**src/design/b64c_pkg.sv**
```systemverilog
// Shared types, constants and alphabet functions for the base64 stream codec.
package b64c_pkg;

   localparam int MAX_DATA = 4;

   localparam logic [1:0] CSR_DECODE_MODE = 2'd0;
   localparam logic [1:0] CSR_MAX_OUT_LEN = 2'd1;

   localparam logic [7:0]  PAD_CHAR     = 8'h3D;
   localparam logic [15:0] COUNT_MAX    = 16'hFFFF;
   localparam logic [15:0] MAX_LEN_RST  = 16'hFFFF;

   // One accepted transaction's worth of results, handed from front to back.
   typedef struct packed {
      logic [MAX_DATA-1:0][7:0] data;
      logic [2:0]               ndata;
      logic                     status;
      logic [15:0]              count;
      logic                     err;
   } desc_type;

   function automatic logic [7:0] enc_char(input logic [5:0] v);
      logic [7:0] c;
      if (v < 6'd26) begin
         c = 8'h41 + {2'b00, v};
      end else if (v < 6'd52) begin
         c = 8'h61 + {2'b00, v} - 8'd26;
      end else if (v < 6'd62) begin
         c = 8'h30 + {2'b00, v} - 8'd52;
      end else if (v == 6'd62) begin
         c = 8'h2B;
      end else begin
         c = 8'h2F;
      end
      return c;
   endfunction

   // Returns {valid, value}.
   function automatic logic [6:0] dec_value(input logic [7:0] c);
      logic [6:0] r;
      if (c >= 8'h41 && c <= 8'h5A) begin
         r = {1'b1, 6'(c - 8'h41)};
      end else if (c >= 8'h61 && c <= 8'h7A) begin
         r = {1'b1, 6'(c - 8'h61 + 8'd26)};
      end else if (c >= 8'h30 && c <= 8'h39) begin
         r = {1'b1, 6'(c - 8'h30 + 8'd52)};
      end else if (c == 8'h2B) begin
         r = {1'b1, 6'd62};
      end else if (c == 8'h2F) begin
         r = {1'b1, 6'd63};
      end else begin
         r = 7'd0;
      end
      return r;
   endfunction

endpackage

```
**src/design/b64c_front.sv**
```systemverilog
// Front end: config registers, bit accumulator and per-transaction result planning.
module b64c_front
   import b64c_pkg::*;
(
   input  logic        clock,
   input  logic        reset,
   input  logic        csr_wr_en,
   input  logic [1:0]  csr_index,
   input  logic [15:0] csr_wdata,
   input  logic        accept,
   input  logic [7:0]  in_byte,
   input  logic        in_last,
   output logic        q_push,
   output desc_type    q_wdata
);

   logic        mode_ff, mode_in;
   logic [15:0] max_len_ff, max_len_in;
   logic [11:0] acc_ff, acc_in;
   logic [3:0]  pending_ff, pending_in;
   logic [15:0] count_ff, count_in;
   logic        pad_ff, pad_in;
   logic        err_ff, err_in;

   logic [19:0] acc_w;
   logic [5:0]  c0, c1, grp;
   logic        two;
   logic [3:0]  rem;
   logic [6:0]  dv;
   logic        have_byte;
   logic [7:0]  dbyte;
   logic [16:0] sum;
   logic [15:0] count_sat;
   desc_type    d;

   always_comb begin
      d          = '0;
      acc_w      = '0;
      c0         = '0;
      c1         = '0;
      grp        = '0;
      two        = 1'b0;
      rem        = pending_ff;
      dv         = dec_value(in_byte);
      have_byte  = 1'b0;
      dbyte      = '0;
      acc_in     = acc_ff;
      pad_in     = pad_ff;
      err_in     = err_ff;
      if (!mode_ff) begin
         acc_w = {acc_ff, in_byte};
         case (pending_ff)
            4'd2: begin
               c0  = acc_w[9:4];
               grp = {acc_w[3:0], 2'b00};
               rem = 4'd4;
            end
            4'd4: begin
               c0  = acc_w[11:6];
               c1  = acc_w[5:0];
               two = 1'b1;
               rem = 4'd0;
            end
            default: begin
               c0  = acc_w[7:2];
               grp = {acc_w[1:0], 4'b0000};
               rem = 4'd2;
            end
         endcase
         d.data[0] = enc_char(c0);
         if (two) begin
            d.data[1] = enc_char(c1);
            d.ndata   = 3'd2;
         end else if (in_last) begin
            d.data[1] = enc_char(grp);
            d.data[2] = PAD_CHAR;
            if (rem == 4'd2) begin
               d.data[3] = PAD_CHAR;
               d.ndata   = 3'd4;
            end else begin
               d.ndata   = 3'd3;
            end
         end else begin
            d.ndata = 3'd1;
         end
         acc_in = acc_w[11:0];
      end else if (!pad_ff) begin
         if (in_byte == PAD_CHAR) begin
            pad_in = 1'b1;
         end else if (dv[6]) begin
            acc_w = {2'b00, acc_ff, dv[5:0]};
            case (pending_ff)
               4'd2: begin
                  have_byte = 1'b1;
                  dbyte     = acc_w[7:0];
                  rem       = 4'd0;
               end
               4'd4: begin
                  have_byte = 1'b1;
                  dbyte     = acc_w[9:2];
                  rem       = 4'd2;
               end
               4'd6: begin
                  have_byte = 1'b1;
                  dbyte     = acc_w[11:4];
                  rem       = 4'd4;
               end
               default: begin
                  rem = 4'd6;
               end
            endcase
            if (have_byte && !err_ff && count_ff >= max_len_ff) begin
               err_in = 1'b1;
            end
            if (have_byte && !err_in) begin
               d.data[0] = dbyte;
               d.ndata   = 3'd1;
            end
            acc_in = acc_w[11:0];
         end
      end
      pending_in = rem;
      sum        = {1'b0, count_ff} + {14'd0, d.ndata};
      count_sat  = (sum >= {1'b0, COUNT_MAX}) ? COUNT_MAX : sum[15:0];
      count_in   = count_sat;
      d.status   = in_last;
      d.count    = count_sat;
      d.err      = err_in;
   end

   assign q_push  = accept && (in_last || d.ndata != 3'd0);
   assign q_wdata = d;
   assign mode_in = csr_wdata[0];
   assign max_len_in = csr_wdata;

   always_ff @(posedge clock) begin
      if (reset) begin
         mode_ff    <= 1'b0;
         max_len_ff <= MAX_LEN_RST;
         acc_ff     <= '0;
         pending_ff <= '0;
         count_ff   <= '0;
         pad_ff     <= 1'b0;
         err_ff     <= 1'b0;
      end else if (csr_wr_en && csr_index == CSR_DECODE_MODE) begin
         mode_ff    <= mode_in;
         acc_ff     <= '0;
         pending_ff <= '0;
         count_ff   <= '0;
         pad_ff     <= 1'b0;
         err_ff     <= 1'b0;
      end else if (csr_wr_en && csr_index == CSR_MAX_OUT_LEN) begin
         max_len_ff <= max_len_in;
      end else if (accept) begin
         if (in_last) begin
            acc_ff     <= '0;
            pending_ff <= '0;
            count_ff   <= '0;
            pad_ff     <= 1'b0;
            err_ff     <= 1'b0;
         end else begin
            acc_ff     <= acc_in;
            pending_ff <= pending_in;
            count_ff   <= count_in;
            pad_ff     <= pad_in;
            err_ff     <= err_in;
         end
      end
   end

endmodule

```
**src/design/b64c_queue.sv**
```systemverilog
// Small register FIFO of planned transactions between front and back.
module b64c_queue
   import b64c_pkg::*;
#(
   parameter int DEPTH = 4
)
(
   input  logic     clock,
   input  logic     reset,
   input  logic     push,
   input  desc_type wdata,
   output logic     full,
   input  logic     pop,
   output desc_type rdata,
   output logic     nonempty
);

   localparam int PW = (DEPTH > 1) ? $clog2(DEPTH) : 1;
   localparam int CW = $clog2(DEPTH + 1);
   localparam logic [PW-1:0] LAST_PTR = PW'(DEPTH - 1);
   localparam logic [CW-1:0] FULL_CNT = CW'(DEPTH);

   desc_type        mem_ff [DEPTH];
   logic [PW-1:0]   wptr_ff, wptr_in;
   logic [PW-1:0]   rptr_ff, rptr_in;
   logic [CW-1:0]   cnt_ff, cnt_in;
   logic            do_push, do_pop;

   assign full     = (cnt_ff == FULL_CNT);
   assign nonempty = (cnt_ff != '0);
   assign rdata    = mem_ff[rptr_ff];
   assign do_push  = push && !full;
   assign do_pop   = pop && nonempty;

   always_comb begin
      wptr_in = wptr_ff;
      rptr_in = rptr_ff;
      cnt_in  = cnt_ff;
      if (do_push) begin
         wptr_in = (wptr_ff == LAST_PTR) ? '0 : wptr_ff + 1'b1;
      end
      if (do_pop) begin
         rptr_in = (rptr_ff == LAST_PTR) ? '0 : rptr_ff + 1'b1;
      end
      if (do_push && !do_pop) begin
         cnt_in = cnt_ff + 1'b1;
      end else if (do_pop && !do_push) begin
         cnt_in = cnt_ff - 1'b1;
      end
   end

   always_ff @(posedge clock) begin
      if (reset) begin
         wptr_ff <= '0;
         rptr_ff <= '0;
         cnt_ff  <= '0;
      end else begin
         wptr_ff <= wptr_in;
         rptr_ff <= rptr_in;
         cnt_ff  <= cnt_in;
      end
   end

   always_ff @(posedge clock) begin
      if (do_push) begin
         mem_ff[wptr_ff] <= wdata;
      end
   end

endmodule

```
**src/design/b64c_back.sv**
```systemverilog
// Back end: unrolls transactions into results in an output register, one per cycle unless stalled.
module b64c_back
   import b64c_pkg::*;
(
   input  logic        clock,
   input  logic        reset,
   input  logic        q_nonempty,
   input  desc_type    q_rdata,
   output logic        q_pop,
   output logic        empty,
   input  logic        pop,
   output logic [7:0]  rsp_out_byte,
   output logic        rsp_is_status,
   output logic [15:0] rsp_out_count,
   output logic        rsp_overflow_error,
   output logic        rsp_out_last
);

   desc_type    cur_ff, cur_in;
   logic        cur_valid_ff, cur_valid_in;
   logic [2:0]  idx_ff, idx_in;
   logic        out_valid_ff, out_valid_in;
   logic [7:0]  byte_ff, byte_in;
   logic        status_ff, status_in;
   logic [15:0] count_ff, count_in;
   logic        err_ff, err_in;
   logic        last_ff, last_in;

   logic [2:0]  total;
   logic        is_final;
   logic        out_load;
   logic        cur_done;

   assign total    = cur_ff.ndata + {2'b00, cur_ff.status};
   assign is_final = (idx_ff == total - 3'd1);
   assign out_load = cur_valid_ff && (!out_valid_ff || pop);
   assign cur_done = out_load && is_final;
   assign q_pop    = q_nonempty && (!cur_valid_ff || cur_done);

   always_comb begin
      cur_in       = q_pop ? q_rdata : cur_ff;
      cur_valid_in = q_pop ? 1'b1 : (cur_done ? 1'b0 : cur_valid_ff);
      if (q_pop || cur_done) begin
         idx_in = '0;
      end else if (out_load) begin
         idx_in = idx_ff + 3'd1;
      end else begin
         idx_in = idx_ff;
      end
      out_valid_in = out_load ? 1'b1 : (pop ? 1'b0 : out_valid_ff);
      if (idx_ff < cur_ff.ndata) begin
         byte_in   = cur_ff.data[idx_ff[1:0]];
         status_in = 1'b0;
         count_in  = '0;
         err_in    = 1'b0;
      end else begin
         byte_in   = '0;
         status_in = 1'b1;
         count_in  = cur_ff.count;
         err_in    = cur_ff.err;
      end
      last_in = is_final;
   end

   always_ff @(posedge clock) begin
      if (reset) begin
         cur_valid_ff <= 1'b0;
         idx_ff       <= '0;
         out_valid_ff <= 1'b0;
      end else begin
         cur_valid_ff <= cur_valid_in;
         idx_ff       <= idx_in;
         out_valid_ff <= out_valid_in;
      end
   end

   always_ff @(posedge clock) begin
      cur_ff <= cur_in;
      if (out_load) begin
         byte_ff   <= byte_in;
         status_ff <= status_in;
         count_ff  <= count_in;
         err_ff    <= err_in;
         last_ff   <= last_in;
      end
   end

   assign empty              = !out_valid_ff;
   assign rsp_out_byte       = byte_ff;
   assign rsp_is_status      = status_ff;
   assign rsp_out_count      = count_ff;
   assign rsp_overflow_error = err_ff;
   assign rsp_out_last       = last_ff;

`ifndef ASSERT_OFF
   a_status_is_last: assert property (@(posedge clock) disable iff (reset)
      out_valid_ff && status_ff |-> last_ff)
      else $error("status result without out_last");

   a_data_fields_clear: assert property (@(posedge clock) disable iff (reset)
      out_valid_ff && !status_ff |-> count_ff == '0 && !err_ff)
      else $error("data result carries status fields");

   a_idx_in_range: assert property (@(posedge clock) disable iff (reset)
      cur_valid_ff |-> idx_ff < total)
      else $error("result index past end of transaction");
`endif

endmodule

```
**src/design/base64_stream_codec.sv**
```systemverilog
// Top level of the base64 stream codec: front end, transaction queue and result back end.
// Takes one byte or character per transaction (with a last flag) and returns base64
// characters, decoded bytes and an end-of-message status through a queue-style result
// port. The front end accepts one transaction per cycle whenever the internal queue
// (QUEUE_DEPTH entries) has room; the back end delivers one result per cycle while
// results are popped, so throughput is set by the result count: about four results per
// three bytes when encoding, at most one per character when decoding, plus a status
// result at message end (an encode last byte can yield up to five results). Writing
// decode_mode abandons any partial message; configure only while idle.
module base64_stream_codec
   import b64c_pkg::*;
#(
   parameter int QUEUE_DEPTH = 4
)
(
   input  logic        clock,
   input  logic        reset,
   input  logic        csr_wr_en,
   input  logic [1:0]  csr_index,
   input  logic [15:0] csr_wdata,
   input  logic        push,
   output logic        full,
   input  logic [7:0]  req_in_byte,
   input  logic        req_in_last,
   output logic        empty,
   input  logic        pop,
   output logic [7:0]  rsp_out_byte,
   output logic        rsp_is_status,
   output logic [15:0] rsp_out_count,
   output logic        rsp_overflow_error,
   output logic        rsp_out_last
);

   logic     accept;
   logic     q_push, q_pop, q_nonempty;
   desc_type q_wdata, q_rdata;

   assign accept = push && !full;

   b64c_front u_front (
      .clock     (clock),
      .reset     (reset),
      .csr_wr_en (csr_wr_en),
      .csr_index (csr_index),
      .csr_wdata (csr_wdata),
      .accept    (accept),
      .in_byte   (req_in_byte),
      .in_last   (req_in_last),
      .q_push    (q_push),
      .q_wdata   (q_wdata)
   );

   b64c_queue #(
      .DEPTH (QUEUE_DEPTH)
   ) u_queue (
      .clock    (clock),
      .reset    (reset),
      .push     (q_push),
      .wdata    (q_wdata),
      .full     (full),
      .pop      (q_pop),
      .rdata    (q_rdata),
      .nonempty (q_nonempty)
   );

   b64c_back u_back (
      .clock              (clock),
      .reset              (reset),
      .q_nonempty         (q_nonempty),
      .q_rdata            (q_rdata),
      .q_pop              (q_pop),
      .empty              (empty),
      .pop                (pop),
      .rsp_out_byte       (rsp_out_byte),
      .rsp_is_status      (rsp_is_status),
      .rsp_out_count      (rsp_out_count),
      .rsp_overflow_error (rsp_overflow_error),
      .rsp_out_last       (rsp_out_last)
   );

endmodule

```
**config.mk**
```make
export PLATFORM = sky130hd
export DESIGN_NAME = base64_stream_codec
export DESIGN_NICKNAME = d
export VERILOG_FILES = /design/src/design/b64c_pkg.sv /design/src/design/b64c_front.sv /design/src/design/b64c_queue.sv /design/src/design/b64c_back.sv /design/src/design/base64_stream_codec.sv
export SDC_FILE = /design/constraint.sdc
export NUM_CORES = 1
export LEC_CHECK = 0
export ABC_AREA = 1
export ABC_CLOCK_PERIOD_IN_PS = 4700
export BUFFER_PORTS_ARGS = -buffer_cell sky130_fd_sc_hd__buf_2
export CORE_ASPECT_RATIO = 0.6
export CORE_UTILIZATION = 62
export DETAILED_ROUTE_END_ITERATION = 7
export PLACE_DENSITY = 0.8
export SLEW_MARGIN = 15
export SYNTH_ARGS = -nofsm -noshare
export SYNTH_HDL_FRONTEND = slang
export SYNTH_SLANG_ARGS = --single-unit
```
**constraint.sdc**
```tcl
create_clock -name clock -period 4.7 [get_ports clock]
set_input_delay 0 -clock clock [delete_from_list [all_inputs] [get_ports clock]]
set_output_delay 0 -clock clock [all_outputs]
set_load 0.01 [all_outputs]
```
# Word level (Yosys, flattened, before mapping)
# Memory sizes are Yosys's and may differ from the RTL's. A register that Yosys moved wholly into a read port is not among the register bits.
# Cells that the tools add are included.
[op_classes]
n_addsub = 28
bitwise_logic = 2
eq_ne = 18
order_cmp = 19
muxes = 86
n_mul = 0
n_reduce_logical = 42
div = 0
shift = 0
[ops]
columns = ["operator", "count"]
rows = [
  ["$mux W8", 11],
  ["$mux W6", 10],
  ["$mux W11", 5],
  ["$add A7 B6 Y8 const A", 6],
  ["$mux W16", 3],
  ["$mux W24", 2],
  ["$lt A6 B6 Y1 const B", 6],
  ["$mux W7", 5],
  ["$mux W1", 28],
  ["$eq A8 B6 Y1 const B", 3],
  ["$mux W3", 8],
  ["$mux W4", 6],
  ["$pmux W6 S2", 2],
  ["$pmux W8 S3", 1],
  ["$sub A8 B5 Y8 const B", 3],
  ["$sub A8 B6 Y8 const B", 3],
  ["$add A6 B6 Y7 const A", 3],
  ["$eq A6 B6 Y1 const B", 3],
  ["$lt A6 B5 Y1 const B", 3],
  ["$add A16 B3 Y17", 1],
  ["$ge A17 B16 Y1 const B", 1],
  ["$logic_and A1 B1 Y1", 17],
  ["$bmux W8 S2", 1],
  ["$ge A16 B16 Y1", 1],
  ["other kinds (35)", 63],
]
[totals]
n_memories = 1
out_inout_bits = 29
rom_bits = 0
word_cells = 214
latch_bits = 0
register_bits = 84
ram_bits = 212
input_bits = 32
[memory_table]
columns = ["name", "words", "word_bits", "read_ports", "rd_clocked_by_memory_dff", "wr", "line", "rtl"]
rows = [
  ["u_queue.mem_ff", 4, 53, 1, 1, 1, "b64c_queue.sv:23", "desc_type mem_ff [DEPTH];"],
]

# Depth between registers and ports, before layout
[depth]
word_depth = 32
mapped_depth = 27

# Cells and area by module
# From an unflattened synthesis, not the netlist that was laid out.
[unflattened]
cells_unflattened = 1618
area_unflattened_um2 = 16649.7
[modules_own_cells]
columns = ["mod", "n_inst", "area_per_inst_um2", "cells_per_inst"]
rows = [
  ["b64c_queue", 1, 8533.2, 583],
  ["b64c_front", 1, 4845.9, 797],
  ["b64c_back", 1, 3260.6, 236],
  ["base64_stream_codec", 1, 10.0, 2],
]

# Worst setup path after synthesis
# No wires, ideal clock.
[synth_timing]
path_type = "reg2reg"
start = "reg u_front.count_ff[5]"
end = "mem u_queue.mem_ff[0][0] (netlist bit) (enable)"
slack_ns = 1.196
path_buffers = 0
arrival_time_ns = 3.070
path_stages_with_launch = 13
required_time_ns = 4.267
cell_sequence = "dfxtp_1 > ha_1 > a21oi_1 > o21ai_0 > nor2_1 > nand2_1 > nand2_1 > nand2_1 > nor2_1 > nand2_1 > nand2_1 > nand2_2 > nor2_1"
[synth_via]
elab_chain_len = 20
[synth_lines]
columns = ["element", "line", "rtl"]
rows = [
  ["from (decl)", "b64c_front.sv:21", "logic [15:0] count_ff, count_in;"],
  ["from (signal assigned)", "b64c_front.sv:164", "count_ff <= count_in;"],
  ["$ge A16 B16 Y1", "b64c_front.sv:112", "if (have_byte && !err_ff && count_ff >= max_len_ff) begin"],
  ["$logic_and A1 B1 Y1", "b64c_front.sv:112", ""],
  ["$mux W1", "b64c_front.sv:112", ""],
  ["$mux W1", "b64c_front.sv:90", "end else if (dv[6]) begin"],
  ["$mux W1", "b64c_front.sv:88", "if (in_byte == PAD_CHAR) begin"],
  ["$mux W1", "b64c_front.sv:87", "end else if (!pad_ff) begin"],
  ["$mux W1", "b64c_front.sv:50", "if (!mode_ff) begin"],
  ["$logic_not A1 Y1", "b64c_front.sv:115", "if (have_byte && !err_in) begin"],
  ["[... 4 more ...]", "-", ""],
  ["$mux W11", "b64c_front.sv:87", ""],
  ["$mux W11", "b64c_front.sv:50", ""],
  ["$reduce_bool A3 Y1", "b64c_front.sv:131", "assign q_push = accept && (in_last || d.ndata != 3'd0);"],
  ["$logic_or A1 B1 Y1", "b64c_front.sv:131", ""],
  ["$logic_and A1 B1 Y1", "b64c_front.sv:131", ""],
  ["$logic_and A1 B1 Y1", "b64c_queue.sv:32", "assign do_push = push && !full;"],
  ["$mux W1", "b64c_queue.sv:65", "if (do_push) begin"],
  ["$mux W1 (not written as such)", "b64c_queue.sv:66", "mem_ff[wptr_ff] <= wdata;"],
  ["to (decl)", "b64c_queue.sv:23", ""],
]
# No other way between the ends. The select of a mux whose other input is x is not followed.

==> qor.yml <==
status:
  result_of_the_run: "finished, violations left"
  violated_checks: "DRC"
timing:
  layout_worst_path_cycle_share_pct: 87.7
  maxClockFrequency_mhz: 243
  finalMaxSlewViolations: 0
  finalCriticalPeriod_ps: 4120
  setup_viol: 0
  hold_viol_final: 0
  skew_ps: 17.2
  fin_worst_hold_slack_ps: 42.6
  rsz0062_at_grt: "no"
  fin_tns_setup_ps: 0
  slew_headroom_pct: 29.1
  tightest_slew_ps: 1060
setup_path:
  worst_r2r_path_depth: 24
  cp_slowest_cell: "dfxtp_1"
  crit_path_max_fanout: 16
  reg2reg_setup_slack_ps: 580
  timing.critical_path.required_ps: 5150
  critical-path-max-stage-delay_ps: 520
  critPathLaunchType: "register"
  wp_data_arrival_ps: 4570
  worstReg2RegStart: "u_front.count_ff[3]$_SDFFE_PP0P_"
  critical_path_cell_sequence: "ha_1 -> a21oi_1 -> o21ai_0 -> nand2_1 -> nand2_1 -> nand2_1 -> nand2_1 -> nor2_1 -> nand2_1 -> a21oi_2 -> ha_1 -> fa_1 -> nand3_1 -> nand2_1 -> nand2_1 -> nand2_1 -> nand2_1 -> nor2_1 -> nand3_1 -> nor2_1 -> nand3_4 -> nand3_1 -> nand2_1 -> a21oi_1"
  cpMostUsedCell: "nand2_1"
  type_of_element_capturing_the_critical_path: "register"
  crit_type: "register to register"
  worst_r2r_endpoint: "u_front.count_ff[1]$_SDFFE_PP0P_"
cts:
  clkSlewWorstSetupHoldPaths_ps: 70
  clock_tree.htree_level_count: 1
  worstSkewPairLatency_ps: 540
  cts.sink_count: 272
  cts_tree: "built"
  max-clock-path-buffers: 3
  cts_root_buffer: "clkbuf_16"
  numCtsBuffers: 25
synthesis:
  dominantRegCellSynth: "edfxtp_1"
  synthesis.area_sq_um: 13600
  yosys_register_bits: 272
  synth.net_count: 1517
  synthesis.yosys.warnings: 0
  asyncSetResetFlopFracSynth_pct: 0
  synth_sequential_area_ratio_pct: 56.1
  synthesis.area_per_instance_sq_um: 9.59
  netlist-cell-type-count: 46
  synth-edff-count: 217
  synthesis.instances: 1416
floorplan:
  rows: 41
  dieWidth_um: 193
  core_region_area_sq_um: 21200
  fp.dieArea_sq_um: 22500
  number_of_top_level_design_ports: 61
  floorplan.die.height_um: 117
  floorplan.initialDensity_pct: 64.0
routing:
  ant_nets: 0
  remaining_routing_drc_violations: 5
  drt_first_pass_iters: 8
  routed_via_density: 5.90
  vias: 10600
  dr.first_iter.drc_count: 1646
  wirelength_um: 32300
  avgRoutedWirePerCell_um: 18.1
power_and_ir_drop:
  part_of_the_total_power_dissipated_in_sequential_elements_pct: 45.6
  intPower_mw: 5.16
  peakVddDrop_uv: 309
  cellLeakagePower_nw: 6.17
  power_density_nw_per_um2: 504
  switching_fraction_of_total_power_pct: 33.0
  power.switching_mw: 2.54
  clkPwrFrac_pct: 27.2
  combinationalPowerShare_pct: 27.2
grt:
  grt-ovfl-total: 0
  grt_antenna_before_repair: 0
  grt_start_max_net_pins: 78
  grt_pass1_vias: 9476
  grtUsageTotal_pct: 29.0
  wire_length_of_the_first_global_routing_pass_um: 50100
hold_path:
  worstHoldStart: "csr_index[1]"
  min_delay_path_depth: 4
  worst_hold_path_type: "input port to register"
  worst_hold_end: "u_front.max_len_ff[4]$_SDFFE_PP1P_"
finish:
  fraction_of_final_layout_cells_sized_beyond_drive_strength_1_pct: 10.9
  mostFrequentLayoutCell: "nand2_1"
  diodes: 0
  post-route-util_pct: 71.9
  area_delta_synth_final_pct: 12.4
  final_cell_mix: "220 x nand2_1, 217 x edfxtp_1, 169 x nor2_1"
  layout.nets: 1593
placed_design:
  gp_congestion: 1.00
  detailed_place_hpwl_um: 21800
  portBuffers: 60
flow_run:
  cap_viol_max_count: 0
metal layers:
layer,up-vias,share of wire (%),global-route usage (%)
li1,5035,-,-
met1,4913,47,45.9
met2,584,40,41.1
met3,31,12,6.46
met4,0,1.1,4.69
met5,-,0,0
synthesized netlist by cell type, drive strengths merged, types with 17 or more instances:
cell    count  share of area, %
a21oi      79               3.2
clkbuf     37               1.0
dfxtp      55               8.1
edfxtp    217                48
ha         67               6.2
inv       159               4.4
nand2     225               6.3
nand3      76               3.2
nor2      179               5.1
o211ai     31               1.7
o21ai     155               5.7
o22ai      46               2.1
xor2       17               1.2
critical path, delay by kind of cell (launching register included):
kind            cells  cell delay [ps]
simple gates       17             2030
fa+ha+maj           3              880
flops               1              520
compound gates      4              580
layout make-up:
cell class	count	area [sq um]
clock buffers	34	689
well taps	279	349
clock inverters	12	161
repair buffers	98	651
inverters	163	612
multi-input cells	932	5190
flip-flops and latches	272	7620
fillers	1539	5970
logic make-up after synthesis:
family          synth area share (%)
compound gates                  13.7
buf+inv                         6.10
xor+xnor                        1.54
flops                           56.1
fa+ha+maj                       6.47
mux                            0.295
simple gates                    15.9
sequential cells by signal, indices dropped and copies added (netlist names):
signal                     count
u_front.max_len_ff            16
u_queue.mem_ff               152
u_back.rsp_out_last            1
u_back.rsp_out_count          16
u_back.rsp_is_status           1
u_front.pad_ff                 1
u_back.out_valid_ff            1
u_front.mode_ff                1
u_back.cur_valid_ff            1
u_queue.wptr_ff                2
u_queue.cnt_ff                 3
u_front.err_ff                 1
u_front.pending_ff             2
u_queue.rptr_ff                2
u_back.rsp_overflow_error      1
u_back.rsp_out_byte            8
u_front.acc_ff                 6
u_front.count_ff              16
u_back.idx_ff                  3
u_back.cur_ff                 38
what timing repair did:
action	4_1_cts	5_1_grt
buffers inserted	0	0
hold buffers	21	0
resized for setup	0	2
endpoints found under the setup margin	0	32
hold endpoints to repair	25	0
how the worst max path moves through the flow:
stage | from | end | slack [ps]
global route | u_front.count_ff[7]$_SDFFE_PP0P_ | u_front.count_ff[3]$_SDFFE_PP0P_ | 60
detailed placement | req_in_byte[2] | u_front.count_ff[4]$_SDFFE_PP0P_ | 400
floorplan | u_front.count_ff[5]$_SDFFE_PP0P_ | u_queue.mem_ff[0][0]$_DFFE_PP_ | 1200
CTS | u_front.count_ff[5]$_SDFFE_PP0P_ | u_front.count_ff[1]$_SDFFE_PP0P_ | 450
global placement | req_in_byte[2] | u_front.count_ff[5]$_SDFFE_PP0P_ | 580
finish | u_front.count_ff[3]$_SDFFE_PP0P_ | u_front.count_ff[1]$_SDFFE_PP0P_ | 580
through the flow:
stage / power [mW] / setup WS, ps / instances / area (sq um)
2_1_floorplan: 4.87 / 1200 / 1416 / 13600
3_3_place_gp: 5.50 / 578 / 1723 / 14200
3_5_place_dp: 5.59 / 404 / 1723 / 14200
4_1_cts: 7.70 / 452 / 1790 / 15300
5_1_grt: 8.10 / 60.9 / 1790 / 15300
6_report: 7.70 / 579 / 1790 / 15300
power groups by stage:
stage                     registers, mW  logic, mW  clock network (mW)
after floorplan                    3.54       1.34                   0
after global placement             3.54       1.96                   0
after detailed placement           3.56       2.03                   0
after CTS                          3.51       2.07                2.12
after global routing               3.56       2.32                2.22
final                              3.51       2.10                2.10
Note: power is estimated with default switching activity, not from simulation.
